==> config.mk <==
export PLATFORM = sky130hd
export DESIGN_NAME = tgbc_queue
export DESIGN_NICKNAME = d
export VERILOG_FILES = /design/src/hw/rtl/tgbc_pkg.sv /design/src/hw/rtl/tgbc_queue.sv
export SDC_FILE = /design/constraint.sdc
export NUM_CORES = 1
export LEC_CHECK = 0
export BUFFER_PORTS_ARGS = -buffer_cell sky130_fd_sc_hd__buf_2
export CAP_MARGIN = 40
export CELL_PAD_IN_SITES_DETAIL_PLACEMENT = 0
export CELL_PAD_IN_SITES_GLOBAL_PLACEMENT = 1
export CORE_ASPECT_RATIO = 2
export CORE_MARGIN = 2
export CORE_UTILIZATION = 43
export DETAILED_ROUTE_END_ITERATION = 8
export GPL_ROUTABILITY_DRIVEN = 0
export PLACE_DENSITY = 0.79
export SLEW_MARGIN = 20
export SYNTH_ARGS = -nofsm -noshare
export SYNTH_HDL_FRONTEND = slang
export SYNTH_SLANG_ARGS = --single-unit
==> constraint.sdc <==
create_clock -name clk -period 5.2 [get_ports clk]
set_clock_uncertainty 0.2 [all_clocks]
set_input_delay 0.52 -clock clk [delete_from_list [all_inputs] [get_ports clk]]
set_output_delay 0.52 -clock clk [all_outputs]
set_load 0.02 [all_outputs]
==> src/hw/rtl/tgbc_pkg.sv <==
package tgbc_pkg;

  // Default sizes for the top level parameters
  localparam int DEF_MAX_COLUMNS   = 64;
  localparam int DEF_MAX_ROWS      = 64;
  localparam int DEF_MAX_CELL_SIZE = 16;

  // Depth of the queue between front and back
  localparam int QUEUE_DEPTH = 2;

  // Nonnegative pixel edges carried to the back end
  localparam int EDGE_W = 11;

  // Configuration port
  localparam int CFG_IDX_W  = 2;
  localparam int CFG_DATA_W = 7;

  localparam logic [CFG_IDX_W-1:0] REG_MAP_COLUMNS = 2'd0;
  localparam logic [CFG_IDX_W-1:0] REG_MAP_ROWS    = 2'd1;
  localparam logic [CFG_IDX_W-1:0] REG_CELL_WIDTH  = 2'd2;
  localparam logic [CFG_IDX_W-1:0] REG_CELL_HEIGHT = 2'd3;

  // Opcodes of a request
  localparam logic [1:0] OP_WRITE = 2'd0;
  localparam logic [1:0] OP_READ  = 2'd1;
  localparam logic [1:0] OP_BOX   = 2'd2;

  // Command kinds after classification
  localparam logic [1:0] K_FAIL  = 2'd0;
  localparam logic [1:0] K_WRITE = 2'd1;
  localparam logic [1:0] K_READ  = 2'd2;
  localparam logic [1:0] K_BOX   = 2'd3;

  typedef struct packed {
    logic [1:0]         opcode;
    logic signed [7:0]  cell_col;
    logic signed [7:0]  cell_row;
    logic               tile_blocked;
    logic               image_fits;
    logic signed [11:0] box_left;
    logic signed [11:0] box_top;
    logic signed [11:0] box_right;
    logic signed [11:0] box_bottom;
  } in_item_t;

  typedef struct packed {
    logic ok;
    logic blocked_out;
  } out_item_t;

  // Saturated configuration, as seen by front and back
  typedef struct packed {
    logic [6:0] map_columns;
    logic [6:0] map_rows;
    logic [4:0] cell_width;
    logic [4:0] cell_height;
  } cfg_t;

  // Queue entry
  typedef struct packed {
    logic [1:0]        kind;
    logic [7:0]        col;
    logic [7:0]        row;
    logic              blk;
    logic [EDGE_W-1:0] left;
    logic [EDGE_W-1:0] top;
    logic [EDGE_W-1:0] right;
    logic [EDGE_W-1:0] bottom;
  } cmd_t;

  // Saturate a count register to 1..hi
  function automatic logic [6:0] clamp_count(input logic [6:0] v, input int hi);
    logic [6:0] r;
    if (v == 7'd0) begin
      r = 7'd1;
    end else if (int'(v) > hi) begin
      r = 7'(hi);
    end else begin
      r = v;
    end
    return r;
  endfunction

  // Saturate a cell size register to 1..hi
  function automatic logic [4:0] clamp_size(input logic [4:0] v, input int hi);
    logic [4:0] r;
    if (v == 5'd0) begin
      r = 5'd1;
    end else if (int'(v) > hi) begin
      r = 5'(hi);
    end else begin
      r = v;
    end
    return r;
  endfunction

endpackage

==> src/hw/rtl/tgbc_queue.sv <==
module tgbc_queue
  import tgbc_pkg::*;
(
  input  logic clk,
  input  logic rst,
  input  logic push,
  input  cmd_t push_cmd,
  input  logic pop,
  output cmd_t head,
  output logic empty,
  output logic full
);

  localparam int PTR_W = QUEUE_DEPTH > 1 ? $clog2(QUEUE_DEPTH) : 1;
  localparam int CNT_W = $clog2(QUEUE_DEPTH + 1);

  cmd_t             slots [QUEUE_DEPTH];
  logic [PTR_W-1:0] wr_ptr;
  logic [PTR_W-1:0] rd_ptr;
  logic [CNT_W-1:0] count;

  assign empty = (count == CNT_W'(0));
  assign full  = (count == CNT_W'(QUEUE_DEPTH));
  assign head  = slots[rd_ptr];

  // Payload slots
  always_ff @(posedge clk) begin
    if (push) begin
      slots[wr_ptr] <= push_cmd;
    end
  end

  // Pointers and fill count
  always_ff @(posedge clk) begin
    if (rst) begin
      wr_ptr <= '0;
      rd_ptr <= '0;
      count  <= '0;
    end else begin
      if (push) begin
        wr_ptr <= (wr_ptr == PTR_W'(QUEUE_DEPTH - 1)) ? '0 : wr_ptr + PTR_W'(1);
      end
      if (pop) begin
        rd_ptr <= (rd_ptr == PTR_W'(QUEUE_DEPTH - 1)) ? '0 : rd_ptr + PTR_W'(1);
      end
      if (push && !pop) begin
        count <= count + CNT_W'(1);
      end else if (pop && !push) begin
        count <= count - CNT_W'(1);
      end
    end
  end

endmodule

; Yosys cells after proc, flatten, opt, wreduce, memory -nomap -nowiden
; Memories as Yosys holds them, arrays and structs flattened. A register that Yosys moved wholly into a read port is not among the register bits.
; Cells that the tools add are included.
[classes]
n_eq_ne = 1
n_addsub = 4
n_reduce_logical = 6
muxes = 8
[op_table]
columns = op, count
row1 = two-way mux 1 bit, 6
row2 = two-way mux 2 bit, 2
row3 = "adder 1 bit, second input constant", 2
row4 = "adder 2 x 1 -> 2 bit, second input constant", 1
row5 = "equality test 2 bit, second input constant", 1
row6 = logical AND 1 bit, 2
row7 = zero test 1 bit, 2
row8 = zero test 2 bit, 1
row9 = nonzero test 2 bit, 1
row10 = "subtractor 2 x 1 -> 2 bit, second input constant", 1
[totals]
memories = 1
register_bits = 4
ramBits = 126
word_cells = 23
output_inout_bits = 65
[mem_list]
columns = name, depth, word_bits, read_ports, rd_ports_with_merged_regs, wr, line
row1 = slots, 2, 63, 1, 1, 1, tgbc_queue.sv:17  ; cmd_t slots [QUEUE_DEPTH];

; Logic depth before layout (Yosys ltp)
[depth]
word_depth = 4
ltp_mapped = 5

; Least setup slack after synthesis
; OpenSTA, ideal clock, no wires.
[synth_path]
path_type = input-to-reg
start = input port push
end = memory slots[0][0] (netlist bit) (enable)
slack_ns = 1.216
setup_time_ns = 0.492
cell_stages = 1
t_arrival_ns = 3.292
path_cell_list = nor2b_1
[synth_between]
elab_chain_len = 2
[synth_rtl]
columns = element, line
row1 = "start, declared", tgbc_queue.sv:6  ; input logic push,
row2 = two-way mux 1 bit, tgbc_queue.sv:28  ; if (push) begin
row3 = two-way mux 1 bit (not written as such), tgbc_queue.sv:29  ; slots[wr_ptr] <= push_cmd;
row4 = "end, declared", tgbc_queue.sv:17
; Every way passes these cells.

==> load_flow_metrics.sql <==
INSERT INTO impl_metrics (metric_group, metric, value, unit) VALUES
('setup_path', 'data_arrival_critical_path', '2.22', 'ns'),
('floorplanning', 'start_util', '43.9', '%'),
('floorplanning', 'design.core.area', '10900', 'µm²'),
('grt', 'globalRoute.totalOverflow', '0', ''),
('grt', 'grt_first_pass_wirelength', '13.7', 'mm'),
('timing', 'worstMarginPinSlew', '0.647', 'ns'),
('power', 'vdd_ir_drop_max', '0.360', 'mV'),
('floorplanning', 'die_x', '78.5', 'µm'),
('clock_tree', 'tritoncts_clock_tree', 'built', ''),
('grt', 'grt_pass1_vias', '2688', ''),
('timing', 'period_share', '56.6', '%'),
('status', 'result_of_the_run', 'completed', ''),
('grt', 'grt_start_max_net_pins', '44', ''),
('cells_and_area', 'fillCellCount', '869', ''),
('timing', 'drv_slew', '0', ''),
('timing', 'setup_tns', '0', 'ns'),
('cells_and_area', 'flow.area_growth_from_synthesis', '30.1', '%'),
('floorplanning', 'ioPinCount', '132', ''),
('logic_synthesis', 'netlist_top_cells_count', 'edfxtp_1, mux2_2, buf_6', ''),
('clock_tree', 'tritoncts_num_sinks', '131', ''),
('setup_path', 'slowest_stage', 'dfxtp_2', ''),
('logic_synthesis', 'largest_cells_by_area_after_synthesis', 'edfxtp_1, mux2_2, dfxtp_1, buf_6, nor2_1', ''),
('grt', 'groute.usage.overall', '15.9', '%'),
('logic_synthesis', 'ys_types', '16', ''),
('logic_synthesis', 'synth_area_per_cell', '21.9', 'µm²'),
('route', 'finalWirelength', '9.02', 'mm'),
('worst_hold_path', 'hp-class', 'in2reg', ''),
('flow_run', 'max_capacitance_violation_total', '0', ''),
('clock_tree', 'post_cts_hold_fix_bufs', '0', ''),
('timing', 'final-hold-violation-count', '0', ''),
('floorplanning', 'chipHeight', '153', 'µm'),
('cells_and_area', 'layoutNonFillerInstCount', '519', ''),
('setup_path', 'timing.setup.critical_path_class', 'reg2out', ''),
('logic_synthesis', 'netlist_instances', '218', ''),
('route', 'detailroute.via_count', '2457', ''),
('timing', 'max_freq', '0.340', 'GHz'),
('placed_design', 'dp_hpwl', '6.12', 'mm'),
('setup_path', 'critical-path-max-stage-delay', '0.63', 'ns'),
('grt', 'global_route.usage.met2', '28.2', '%'),
('cells_and_area', 'drive_above_1_share', '61.4', '%'),
('cells_and_area', 'multi_input_comb_area', '822', 'µm²'),
('placed_design', 'placed_cells', '486', ''),
('clock_tree', 'clock_tree.htree_level_count', '4', ''),
('logic_synthesis', 'post_synthesis_instance_area', '4770', 'µm²'),
('route', 'drt_iter0_markers', '136', ''),
('timing', 'relSlewSlack', '56.9', '%'),
('setup_path', 'startpoint_type', 'flop', ''),
('timing', 'grt_setup_unrepaired', 'false', ''),
('timing', 'fin_crit', '2.94', 'ns'),
('timing', 'setup_viol', '0', ''),
('setup_path', 'worstPathRequired', '4.48', 'ns'),
('grt', 'grt.busiest_layer', 'met2', ''),
('route', 'via_per_inst', '4.73', ''),
('setup_path', 'worstPathMaxFanout', '43', ''),
('route', 'drtAntennaViolNets', '0', ''),
('route', 'detail_route.first_pass.iterations', '4', ''),
('route', 'wl_per_cell', '17.4', 'µm'),
('cells_and_area', 'nNetsFinal', '433', ''),
('logic_synthesis', 'post-synth-top-count-cell', 'edfxtp_1', ''),
('logic_synthesis', 'yosysSeqAreaShare', '81.4', '%'),
('logic_synthesis', 'synthArstFlopShare', '0', '%'),
('grt', 'grt_use_met1', '15.3', '%'),
('logic_synthesis', 'synth-warning-count', '0', ''),
('cells_and_area', 'final-seq-area', '3880', 'µm²'),
('clock_tree', 'clk_transition_reported_paths', '0.06', 'ns'),
('setup_path', 'crit_path_cell_trace', 'buf_4, mux2_2, buf_2', ''),
('setup_path', 'worstPathBufferInverterCount', '2', ''),
('logic_synthesis', 'synth_edf_count', '126', ''),
('placed_design', 'dpl_worst_slack', '2.62', 'ns'),
('clock_tree', 'max-clock-path-buffers', '2', ''),
('floorplanning', 'rows', '54', '');
power breakdown:
group	total, µW	internal (µW)	switching, µW
logic	294	121	173
registers	1250	1230	22.4
clock network	1220	799	425
registers in the layout, indices dropped and copies added, names as in the netlist, named ones only:
signal  count
count       2
slots     126
rd_ptr      1
wr_ptr      1
cell usage in the layout (no fill, tap or decap), types with 3 or more instances in the layout:
master	n
buf_2	131
buf_4	3
bufinv_16	4
clkbuf_16	17
clkinv_2	3
clkinvlp_4	4
dfxtp_1	4
edfxtp_1	126
mux2_2	63
nor2_1	5
routing by layer:
layer	wire length, µm	part of all wire, %
met1	3040	34
met2	5290	59
met4	163	1.8
met3	510	5.7
met5	13	0.14
path summary, 6_finish.rpt:
path | startpoint | cells past startpoint | slack, ns | to
max | flop | 3 | 2.26 | head[6]
min | push_cmd[27] | 1 | 0.09 | slots[1][27]$_DFFE_PP_
max reg2reg | wr_ptr$_SDFFE_PP0P_ | 2 | 3.06 | slots[1][34]$_DFFE_PP_
min reg2reg | count[1]$_SDFFE_PP0P_ | 2 | 0.31 | count[1]$_SDFFE_PP0P_
area by class of cell:
class | count | area share, %
inverter | 1 | 0.0604
clock inverter | 14 | 3.00
timing repair buffer | 135 | 11.4
sequential | 131 | 62.6
antenna | 1 | 0.0403
multi-input combinational | 79 | 13.2
tap | 140 | 2.82
clock buffer | 18 | 6.91
stage by stage:
step	cell area, µm²	hold WS [ns]	util, %
floorplan	4770	0.261	-
global placement	5560	0.285	51.2
detailed placement	5590	0.299	51.4
CTS	6210	0.0751	57.1
global route	6210	0.0810	57.1
finish	6210	0.0924	57.1
cell families (layout without fill, tap and decap cells):
group                      count (synthesis)  in the layout  synth area share (%)
adders and majority gates                  1              1                 0.262
muxes                                     63             63                  14.9
AOI/OAI and AO/OA                          2              2                 0.209
DFF                                      131            131                  81.4
buffers and inverters                      8            168                  1.60
other                                      0              1                     0
xor gates and xnor gates                   4              4                 0.734
and+or+nand+nor                            9              9                 0.970
Power figures use the tool's default switching activity.
