## config.mk

```make
export PLATFORM = sky130hd
export DESIGN_NAME = tgbc_front
export DESIGN_NICKNAME = d
export VERILOG_FILES = /design/src/hw/rtl/tgbc_pkg.sv /design/src/hw/rtl/tgbc_front.sv
export SDC_FILE = /design/constraint.sdc
export NUM_CORES = 1
export LEC_CHECK = 0
export BUFFER_PORTS_ARGS = -buffer_cell sky130_fd_sc_hd__buf_4
export CORE_UTILIZATION = 52
export DETAILED_ROUTE_END_ITERATION = 10
export GPL_TIMING_DRIVEN = 0
export PLACE_DENSITY = 0.95
export REMOVE_ABC_BUFFERS = 1
export SKIP_LAST_GASP = 1
export SLEW_MARGIN = 20
export SYNTH_ARGS = -nofsm -noshare
export SYNTH_HDL_FRONTEND = slang
export SYNTH_SLANG_ARGS = --single-unit
```

## constraint.sdc

```tcl
create_clock -name vclk -period 10.2
set_input_delay 2.04 -clock vclk [all_inputs]
set_output_delay 2.04 -clock vclk [all_outputs]
set_load 0.05 [all_outputs]
```

## src/hw/rtl/tgbc_pkg.sv

```systemverilog
package tgbc_pkg;

  // Default sizes for the top level parameters
  localparam int DEF_MAX_COLUMNS   = 64;
  localparam int DEF_MAX_ROWS      = 64;
  localparam int DEF_MAX_CELL_SIZE = 16;

  // Depth of the queue between front and back
  localparam int QUEUE_DEPTH = 2;

  // Nonnegative pixel edges carried to the back end
  localparam int EDGE_W = 11;

  // Configuration port
  localparam int CFG_IDX_W  = 2;
  localparam int CFG_DATA_W = 7;

  localparam logic [CFG_IDX_W-1:0] REG_MAP_COLUMNS = 2'd0;
  localparam logic [CFG_IDX_W-1:0] REG_MAP_ROWS    = 2'd1;
  localparam logic [CFG_IDX_W-1:0] REG_CELL_WIDTH  = 2'd2;
  localparam logic [CFG_IDX_W-1:0] REG_CELL_HEIGHT = 2'd3;

  // Opcodes of a request
  localparam logic [1:0] OP_WRITE = 2'd0;
  localparam logic [1:0] OP_READ  = 2'd1;
  localparam logic [1:0] OP_BOX   = 2'd2;

  // Command kinds after classification
  localparam logic [1:0] K_FAIL  = 2'd0;
  localparam logic [1:0] K_WRITE = 2'd1;
  localparam logic [1:0] K_READ  = 2'd2;
  localparam logic [1:0] K_BOX   = 2'd3;

  typedef struct packed {
    logic [1:0]         opcode;
    logic signed [7:0]  cell_col;
    logic signed [7:0]  cell_row;
    logic               tile_blocked;
    logic               image_fits;
    logic signed [11:0] box_left;
    logic signed [11:0] box_top;
    logic signed [11:0] box_right;
    logic signed [11:0] box_bottom;
  } in_item_t;

  typedef struct packed {
    logic ok;
    logic blocked_out;
  } out_item_t;

  // Saturated configuration, as seen by front and back
  typedef struct packed {
    logic [6:0] map_columns;
    logic [6:0] map_rows;
    logic [4:0] cell_width;
    logic [4:0] cell_height;
  } cfg_t;

  // Queue entry
  typedef struct packed {
    logic [1:0]        kind;
    logic [7:0]        col;
    logic [7:0]        row;
    logic              blk;
    logic [EDGE_W-1:0] left;
    logic [EDGE_W-1:0] top;
    logic [EDGE_W-1:0] right;
    logic [EDGE_W-1:0] bottom;
  } cmd_t;

  // Saturate a count register to 1..hi
  function automatic logic [6:0] clamp_count(input logic [6:0] v, input int hi);
    logic [6:0] r;
    if (v == 7'd0) begin
      r = 7'd1;
    end else if (int'(v) > hi) begin
      r = 7'(hi);
    end else begin
      r = v;
    end
    return r;
  endfunction

  // Saturate a cell size register to 1..hi
  function automatic logic [4:0] clamp_size(input logic [4:0] v, input int hi);
    logic [4:0] r;
    if (v == 5'd0) begin
      r = 5'd1;
    end else if (int'(v) > hi) begin
      r = 5'(hi);
    end else begin
      r = v;
    end
    return r;
  endfunction

endpackage

```

## src/hw/rtl/tgbc_front.sv

```systemverilog
module tgbc_front
  import tgbc_pkg::*;
(
  input  logic     start,
  input  logic     hold,
  input  in_item_t request,
  input  cfg_t     cfg,
  output logic     push,
  output cmd_t     cmd
);

  logic        cell_in;
  logic [11:0] pix_w;
  logic [11:0] pix_h;
  logic        box_ok;

  assign push = start && !hold;

  // Cell inside the map in use
  assign cell_in = !request.cell_col[7] && !request.cell_row[7] &&
                   (request.cell_col[6:0] < cfg.map_columns) &&
                   (request.cell_row[6:0] < cfg.map_rows);

  // Pixel area of the map
  assign pix_w = {5'd0, cfg.map_columns} * {7'd0, cfg.cell_width};
  assign pix_h = {5'd0, cfg.map_rows} * {7'd0, cfg.cell_height};

  // Box ordered, nonnegative and inside the pixel area
  assign box_ok = ($signed(request.box_right) >= $signed(request.box_left)) &&
                  ($signed(request.box_bottom) >= $signed(request.box_top)) &&
                  !request.box_left[11] && !request.box_top[11] &&
                  (request.box_right[11:0] < pix_w) &&
                  (request.box_bottom[11:0] < pix_h);

  // Classify the request
  always_comb begin
    cmd.col    = request.cell_col[7:0];
    cmd.row    = request.cell_row[7:0];
    cmd.blk    = request.tile_blocked;
    cmd.left   = request.box_left[EDGE_W-1:0];
    cmd.top    = request.box_top[EDGE_W-1:0];
    cmd.right  = request.box_right[EDGE_W-1:0];
    cmd.bottom = request.box_bottom[EDGE_W-1:0];
    case (request.opcode)
      OP_WRITE: cmd.kind = (cell_in && request.image_fits) ? K_WRITE : K_FAIL;
      OP_READ:  cmd.kind = cell_in ? K_READ : K_FAIL;
      OP_BOX:   cmd.kind = box_ok ? K_BOX : K_FAIL;
      default:  cmd.kind = K_FAIL;
    endcase
  end

endmodule

```

Word-level counts from Yosys, hierarchy flattened
Cells that the tools add are included.

Logic and storage cells: 30. Bits of input ports: 94. Output and inout bits: 64. Register bits: 0.

Reductions and logical operators: 16. Multiplexer cells: 4. Equal/unequal tests: 2. Multipliers: 2. Order comparisons: 6.

Operators by type and width (number): 12-bit >= comparator (2); 12-bit < comparator (2); 7-bit by 5-bit multiplier with 12-bit output (2); 7-bit < comparator (2); 1-bit logical AND (10); 2-bit case mux with 3 select lines (1); 1-bit logical NOT (5); 2-bit 2-to-1 mux (2); 2-bit by 1-bit equality test with 1-bit output (second input constant) (1); 2-bit equality test (second input constant) (1); 2-bit logical NOT (1); 1-bit 2-to-1 mux (1).

Depth between registers and ports, before layout
Gate-level depths: netlist of run 1.

Depth in word-level cells: 8. Depth in mapped cells: 21.

Worst setup path after synthesis of run 1
No wires, ideal clock.

Path kind: input port to output port. Start point: input cfg[18] in the netlist's numbering. End point: output cmd[61] in the netlist's numbering. Path buffers: 0. Arrival time: 7086 ps. Setup slack: 1074 ps. Cell stages on the path: 19. Cell sequence: and2_1 > fa_1 > fa_1 > inv_1 > fa_1 > inv_1 > ha_1 > o21a_1 > a2111oi_0 > o31ai_1 > a21oi_1 > xor2_1 > ha_1 > or4b_4 > a2111oi_4 > o2111ai_1 > a21oi_1 > o2111ai_1 > o21ai_0.

RTL lines: start, declared (RTL line tgbc_front.sv:7) `input cfg_t cfg,`; end, declared (RTL line tgbc_front.sv:9) `output cmd_t cmd`.

==> results of run 1 <==
## synthesized netlist by cell type (2+ instances only)
library cell,count,area share (%)
o21bai_1,2,0.38
nor2b_1,5,0.80
a21oi_1,21,2.7
o21ai_0,14,1.8
xor2_1,8,1.8
nor2_1,15,1.4
nand2b_1,3,0.48
o31ai_1,2,0.38
or2_2,2,0.32
nand4_1,3,0.48
a21o_1,8,1.5
nand3_1,3,0.38
buf_4,61,12
a211oi_1,2,0.38
o2111ai_1,4,0.89
o21a_1,3,0.57
fa_1,30,15
ha_1,98,31
and2_1,44,7.0
a31oi_1,2,0.32
xnor2_1,8,1.8
a21boi_0,2,0.38
nor3_1,7,0.89
inv_1,93,8.9
nand2_1,35,3.3
a2111oi_0,2,0.45
## worst max-delay path, stage by stage
cell and delay (ns):
buf_4 0.13, and2_1 0.17, fa_1 0.51, fa_1 0.55, inv_1 0.06, fa_1 0.54
inv_1 0.06, ha_1 0.33, o21a_1 0.19, a2111oi_0 0.56, o31ai_1 0.15, a21oi_1 0.19
xor2_1 0.10, ha_1 0.20, or4b_4 0.53, a2111oi_4 0.28, o2111ai_1 0.16, a21oi_1 0.14
o2111ai_1 0.14, o21ai_0 0.13, buf_4 0.24
## power by group through the flow
stage / clock network (mW) / registers (mW) / logic [mW]
final: 0 / 0 / 0.405
after global routing: 0 / 0 / 0.456
after CTS: 0 / 0 / 0.408
after detailed placement: 0 / 0 / 0.405
after global placement: 0 / 0 / 0.382
after floorplan: 0 / 0 / 0.238
## cell families (layout without fill, tap and decap cells)
group,count (synthesis),count (layout),synth area share (%)
AOI/OAI and AO/OA,74,74,12.9
buffers and inverters,154,249,20.5
and+or+nand+nor,123,123,16.5
xor gates and xnor gates,16,16,3.57
adders and majority gates,128,128,46.5
## cells in the final DEF, fill, tap and decap left out, types with 3 or more instances in the layout
master / netlist / routed
nand2_1: 35 / 35
and2_1: 44 / 44
nand3_1: 3 / 3
inv_1: 93 / 93
nor3_1: 7 / 7
xor2_1: 8 / 8
o21a_1: 3 / 3
nand4_1: 3 / 3
o2111ai_1: 4 / 4
o21ai_0: 14 / 14
nor2_1: 15 / 15
buf_4: 61 / 156
nand2b_1: 3 / 3
xnor2_1: 8 / 8
ha_1: 98 / 98
a21o_1: 8 / 8
nor2b_1: 5 / 5
fa_1: 30 / 30
a21oi_1: 21 / 21
## routing by layer
layer	wire (um)	up-vias	part of all wire, %	global-route usage [%]
met5	0	-	0	0
met4	60	0	0.67	2.93
met3	381	6	4.2	1.02
met2	5080	115	56	49.7
met1	3500	1726	39	25.0
li1	-	1768	-	-
## cell type report
cell class                 instances  area [um^2]
inverter                          93          349
fill                             595         2530
multi-input combinational        341         3120
tap                               99          124
timing repair buffer             156         1170
## final timing paths
| kind | cells past startpoint | to | slack (ns) | startpoint |
|---|---|---|---|---|
| worst max-delay path | 21 | cmd[62] | 0.76 | cfg[18] |
| worst min-delay path | 0 | cmd[44] | 4.08 | request[49] |
==> impl_metrics.json, run 1 <==
{
  "status": "finished clean",
  "final_util_pct": 65.4,
  "num_antenna_cells": 0,
  "io_pins": 158,
  "path_max_fanout": 6,
  "setup_tns_ns": 0,
  "wl_per_cell_um": 13.1,
  "antenna_left": 0,
  "grt_pass1_vias": 3597,
  "worst_setup_path_end_kind": "primary output",
  "dp_hpwl_um": 8200,
  "rows": 31,
  "drtIter0Drc": 89,
  "nNetsFinal": 814,
  "vias": 3615,
  "ys_seq_area_share_pct": 0,
  "wl_um": 9020,
  "grt_max_degree": 8,
  "p_leak_nw": 2.70,
  "area_delta_synth_final_pct": 21.3,
  "post-cts-setup-buffers": 0,
  "syn_inst": 495,
  "tightestPinTransition_ns": 0.576,
  "critPathArrivalTime_ns": 7.40,
  "drive_gt1_share_pct": 27.1,
  "clkbuf_count": 0,
  "syn_avg_cell_area_um2": 7.94,
  "nFlopsAndLatches": 0,
  "finalCritPeriodShare_pct": 92.5,
  "initial_utilization_pct": 53.9,
  "power_frac_comb_pct": 100.0,
  "numPortBuffers": 156,
  "start_kind": "input pin",
  "dieWidth_um": 88.9,
  "dp_slack_ns": 0.752,
  "fin_crit_ns": 9.44,
  "hp-class": "input pin to primary output",
  "place_area_mm2": 0.00477,
  "synth_area_mm2": 0.00393,
  "max_clock_freq_mhz": 106,
  "ir_worst_vdd_mv": 0.0522,
  "layoutNonFillerInstCount": 689,
  "maxSlewViolCount": 0,
  "drv_cap": 0,
  "seqPwrFrac_pct": 0,
  "slew_headroom_pct": 60.6,
  "viasPerCell": 5.25,
  "grt_usage_pct": 23.1,
  "postLayoutCellArea_mm2": 0.00477,
  "die_h_um": 88.9,
  "timing_worst_setup_path_type": "input pin to primary output",
  "p_sw_share_pct": 55.9,
  "cell_internal_pwr_mw": 0.179,
  "synth.distinct_cells": 44,
  "setup_viol": 0,
  "p_per_area_mw_per_mm2": 85.0,
  "p_total_mw": 0.405,
  "yosys_warnings": 0,
  "hold_buffers": 0,
  "fin_ws_ns": 0.763,
  "finalHoldViolCount": 0,
  "dieArea_mm2": 0.00791,
  "antenna_found_initial": 0,
  "seqCellArea_um2": 0,
  "dp_cells": 689,
  "coreArea_mm2": 0.00729,
  "grt_pass1_wl_um": 14800,
  "worstPathRequired_ns": 8.16,
  "power.share.clock_pct": 0,
  "remaining_drc_errors": 0,
  "grt.overflow.total": 0,
  "gp_congestion": 0.824,
  "p_switching_mw": 0.226,
  "cts_resized": 0,
  "rsz0062_at_grt": "no",
  "whs_ns": 4.08,
  "drtPass1Iterations": 5
}
Note: power is estimated with default switching activity, not from simulation.
==> inputs of run 2 (changes only) <==
clock period = 9.48 ns   (was 10.2 ns; I/O delays follow)
==> run 2 against run 1 <==
Net effect:
- via count about the same
- cell count stayed put
- non-clock buffer count is the same
- sequential share of layout area unchanged
- wire length shrank 0.25%
- global-route usage did not move
- sequential cell count did not move
- first-iteration DRC count down 2.2%
- die area did not move
- utilization barely moved
- design area hardly changed
- critical path depth is the same
==> impl_metrics.json, run 2 (same netlist as run 1, synthesis figures left out) <==
{
  "gp_congestion": 0.824,
  "dieWidth_um": 88.9,
  "wl_um": 9000,
  "p_total_mw": 0.436,
  "rows": 31,
  "drtPass1Iterations": 4,
  "final_util_pct": 65.4,
  "min_path_cells": 0,
  "finalHoldViolCount": 0,
  "hold_buffers": 0,
  "path_common_cell": "fa_1",
  "grt_pass1_wl_um": 14800,
  "seqCellArea_um2": 0,
  "clkbuf_count": 0,
  "cell_internal_pwr_mw": 0.193,
  "grt_pass1_vias": 3597,
  "seqPwrFrac_pct": 0,
  "start_kind": "input pin",
  "status": "finished clean",
  "die_h_um": 88.9,
  "rsz0062_at_grt": "no",
  "setup_viol": 0,
  "top_layer_used": "met4",
  "min_to": "cmd[44]",
  "coreArea_mm2": 0.00729,
  "wl_met1_um": 3480,
  "p_switching_mw": 0.244,
  "maxSlewViolCount": 0,
  "crit_start": "cfg[18]",
  "cts_resized": 0,
  "worstPathRequired_ns": 7.58,
  "grt.overflow.total": 0,
  "finalCritPeriodShare_pct": 95.6,
  "drtIter0Drc": 87,
  "min_from": "request[49]",
  "p_leak_nw": 2.70,
  "area_delta_synth_final_pct": 21.3,
  "critPathArrivalTime_ns": 7.17,
  "path_cells": "buf_4, and2_1, fa_1, fa_1, inv_1, fa_1, inv_1, ha_1, o21a_1, a2111oi_1, o31ai_1, a21oi_1, xor2_1, ha_1, or4b_4, a2111oi_4, o2111ai_1, a21oi_1, o2111ai_1, o21ai_0, buf_4",
  "remaining_drc_errors": 0,
  "power.share.clock_pct": 0,
  "power_frac_comb_pct": 100.0,
  "worst_path_dominant_cell_family": "adder cells",
  "drive_gt1_share_pct": 27.1,
  "place_area_mm2": 0.00477,
  "postLayoutCellArea_mm2": 0.00477,
  "initial_utilization_pct": 53.9,
  "dieArea_mm2": 0.00791,
  "antenna_found_initial": 0,
  "grt_usage_pct": 23.1,
  "path_max_fanout": 6,
  "wl_met3_um": 387,
  "dp_hpwl_um": 8200,
  "post-cts-setup-buffers": 0,
  "num_antenna_cells": 0,
  "path_buf_inv": 4,
  "setup_tns_ns": 0,
  "p_sw_share_pct": 55.8,
  "io_pins": 158,
  "antenna_left": 0,
  "layout_commonest_cell": "buf_4",
  "nFlopsAndLatches": 0,
  "wl_per_cell_um": 13.1,
  "viasPerCell": 5.25,
  "worst_setup_path_end_kind": "primary output",
  "grt_max_degree": 8,
  "nNetsFinal": 814,
  "timing_worst_setup_path_type": "input pin to primary output",
  "layout_common_cells": "156 x buf_4, 98 x ha_1, 93 x inv_1",
  "numPortBuffers": 156,
  "wl_met2_um": 5070,
  "tightestPinTransition_ns": 0.489,
  "ir_worst_vdd_mv": 0.0562,
  "hp-class": "input pin to primary output",
  "p_per_area_mw_per_mm2": 91.5,
  "cp_slowest_cell": "fa_1",
  "slew_headroom_pct": 67.3,
  "max_clock_freq_mhz": 110,
  "vias": 3614,
  "fin_crit_ns": 9.07,
  "drv_cap": 0,
  "critPathMaxStageDelay_ns": 0.55
}
## run 2: cell count changes in the layout (fill, tap and decap cells not counted)
| cell | change |
|---|---|
| a2111oi_0 | -1 |
| a2111oi_1 | +1 |
## run 2: final cells by class
class | count | area [um^2]
fillers | 596 | 2520
inverters | 93 | 349
repair buffers | 156 | 1170
well taps | 99 | 124
multi-input cells | 341 | 3120
## run 2: stage by stage
| stage | setup slack (ns) | std cells | hold WS (ns) |
|---|---|---|---|
| detailed placement | 0.320 | 689 | 3.79 |
| global route | 0.0986 | 689 | 3.79 |
| CTS | 0.307 | 689 | 3.79 |
| finish | 0.413 | 689 | 3.79 |
| global placement | 0.434 | 689 | 3.79 |
| floorplan | 0.642 | 434 | 3.79 |
## run 2: power by group through the flow
stage          Sequential, mW  Clock (mW)  Combinational [mW]
2_1_floorplan               0           0               0.256
3_3_place_gp                0           0               0.412
3_5_place_dp                0           0               0.435
4_1_cts                     0           0               0.439
5_1_grt                     0           0               0.492
6_report                    0           0               0.436
## run 2: per-layer routing
layer | GRT usage (%) | up-vias
met5 | 0 | -
met4 | 2.93 | 0
met3 | 1.02 | 6
met2 | 49.7 | 117
met1 | 25.0 | 1723
li1 | - | 1768
## run 2: how the worst max path moves through the flow
stage | end | slack [ns] | depth (start not counted)
2_1_floorplan | cmd[61] | 0.64 | 19
3_3_place_gp | cmd[62] | 0.43 | 21
3_5_place_dp | cmd[62] | 0.32 | 21
4_1_cts | cmd[62] | 0.31 | 21
5_1_grt | cmd[61] | 0.1 | 21
6_report | cmd[62] | 0.41 | 21
==> inputs of run 3 (changes only) <==
ABC_AREA = 1   (was unset)
CORE_UTILIZATION = 53   (was 52)
PLACE_DENSITY = 0.85   (was 0.95)
REMOVE_ABC_BUFFERS = unset   (was 1)
==> run 3 against run 2 <==
Net effect:
- design area is 16% higher
- wire length is 8.7% higher
- fmax is 12% higher
- first-iteration DRC count is 13% higher
- total power is 11% higher
- sequential share of layout area stayed put
- critical path type unchanged
- critical endpoint is now cmd[61]
==> impl_metrics.json, run 3 <==
{
  "ys_seq_area_share_pct": 0,
  "path_max_fanout": 6,
  "drv_cap": 0,
  "gp_congestion": 0.846,
  "place_area_mm2": 0.00551,
  "worst_setup_path_end_kind": "primary output",
  "postLayoutCellArea_mm2": 0.00551,
  "synth_most_common_cell": "inv_1",
  "initial_utilization_pct": 54.6,
  "synth_area_mm2": 0.00420,
  "io_pins": 158,
  "start_kind": "input pin",
  "rsz0062_at_grt": "no",
  "die_h_um": 91.0,
  "syn_avg_cell_area_um2": 6.68,
  "critPathArrivalTime_ns": 6.20,
  "grt_usage_pct": 23.7,
  "yosysTopAreaCellShare_pct": 29.2,
  "cp_slowest_cell": "fa_1",
  "critPathMaxStageDelay_ns": 0.56,
  "post-cts-setup-buffers": 0,
  "p_per_area_mw_per_mm2": 87.8,
  "tightestPinTransition_ns": 0.323,
  "antenna_left": 0,
  "ir_worst_vdd_mv": 0.0613,
  "yosys-top-cells-area": "ha_1 29%, inv_1 15%, fa_1 14%",
  "fin_crit_ns": 8.09,
  "slew_headroom_pct": 78.3,
  "grt.overflow.total": 0,
  "synth_nets": 851,
  "rows": 32,
  "num-fill-cells": 679,
  "dp_slack_ns": 1.39,
  "setup_tns_ns": 0,
  "status": "finished clean",
  "dp_hpwl_um": 8940,
  "syn_inst": 629,
  "hp-class": "input pin to primary output",
  "viasPerCell": 4.85,
  "grt_max_degree": 8,
  "antenna_found_initial": 0,
  "synth.distinct_cells": 25,
  "finalCritPeriodShare_pct": 85.4,
  "max_clock_freq_mhz": 124,
  "cts_resized": 0,
  "setup_viol": 0,
  "vias": 4305,
  "grt_pass1_vias": 4290,
  "grt_pass1_wl_um": 17100,
  "drtPass1Iterations": 4,
  "seqCellArea_um2": 0,
  "nNetsFinal": 1010,
  "coreArea_mm2": 0.00769,
  "clkbuf_count": 0,
  "dieArea_mm2": 0.00828,
  "timing_worst_setup_path_type": "input pin to primary output",
  "area_delta_synth_final_pct": 31.1,
  "dieWidth_um": 91.0,
  "finalHoldViolCount": 0,
  "drtIter0Drc": 98,
  "synthTopCellsByCount": "171 x inv_1, 141 x nand2_1, 98 x ha_1",
  "layout_commonest_cell": "buf_4",
  "multi_input_area_mm2": 0.00310,
  "numPortBuffers": 157,
  "remaining_drc_errors": 0,
  "synth_top_cell_by_area": "ha_1",
  "hold_buffers": 0,
  "worstPathRequired_ns": 7.58,
  "num_antenna_cells": 0,
  "path_cells": "buf_4, nand2_1, inv_1, fa_1, fa_1, inv_1, fa_1, inv_1, ha_1, a21oi_1, o21ai_0, a21oi_1, nor2_1, nor2_1, xor2_1, ha_1, a21oi_1, nor3_1, nor3_1, nand2_1, nor2_1, nand2_1, nand2_1, buf_4",
  "layout_common_cells": "218 x buf_4, 171 x inv_1, 141 x nand2_1",
  "drive_gt1_share_pct": 28.4,
  "nFlopsAndLatches": 0,
  "yosys_warnings": 0,
  "wl_per_cell_um": 11.0,
  "p_leak_nw": 3.61,
  "wl_um": 9780,
  "path_common_cell": "nand2_1",
  "fin_ws_ns": 1.39,
  "maxSlewViolCount": 0
}
run 3: power by group:
part / internal (mW) / switching, mW
combinational: 0.202 / 0.282
clock: 0 / 0
sequential: 0 / 0
total: 0.202 / 0.282
run 3: through the flow:
stage / instances / utilization [%] / hold WS [ns] / total power [mW]
6_report: 888 / 71.6 / 4.05 / 0.484
5_1_grt: 888 / 71.6 / 4.05 / 0.546
4_1_cts: 888 / 71.6 / 4.05 / 0.487
3_5_place_dp: 888 / 71.6 / 4.05 / 0.484
3_3_place_gp: 888 / 71.6 / 4.05 / 0.459
2_1_floorplan: 629 / - / 3.96 / 0.349
run 3: final timing paths:
kind	start	endpoint	slack, ns	cells after the start
worst min-delay path	request[49]	cmd[44]	4.05	2
worst max-delay path	cfg[12]	cmd[61]	1.39	24
run 3: area by class of cell:
type | count | share of cell area (%)
plain buffers | 61 | 8.32
inverters | 172 | 11.7
multi-input cells | 396 | 56.2
well taps | 102 | 2.32
repair buffers | 157 | 21.4
run 3: per-layer routing:
layer	track usage, %	up-vias	wire (um)
met5	0	-	0
met3	1.17	10	349
met1	25.9	1989	3890
met4	5.03	0	112
li1	-	2194	-
met2	49.1	112	5430
run 3: cells by family (layout without fill, tap and decap cells):
family	after synthesis	in the layout	synth area share (%)
AO/OA/AOI/OAI	57	57	8.01
XOR/XNOR	16	16	3.34
buffers and inverters	233	390	26.3
adder cells (fa/ha/maj)	128	128	43.5
AND/OR/NAND/NOR	195	195	18.9
run 3: critical path, delay by kind of cell:
family	cells	cell delay [ns]
adders and majority gates	5	2.22
and+or+nand+nor	9	0.76
AOI/OAI and AO/OA	4	0.65
buffers and inverters	5	0.49
xor gates and xnor gates	1	0.16
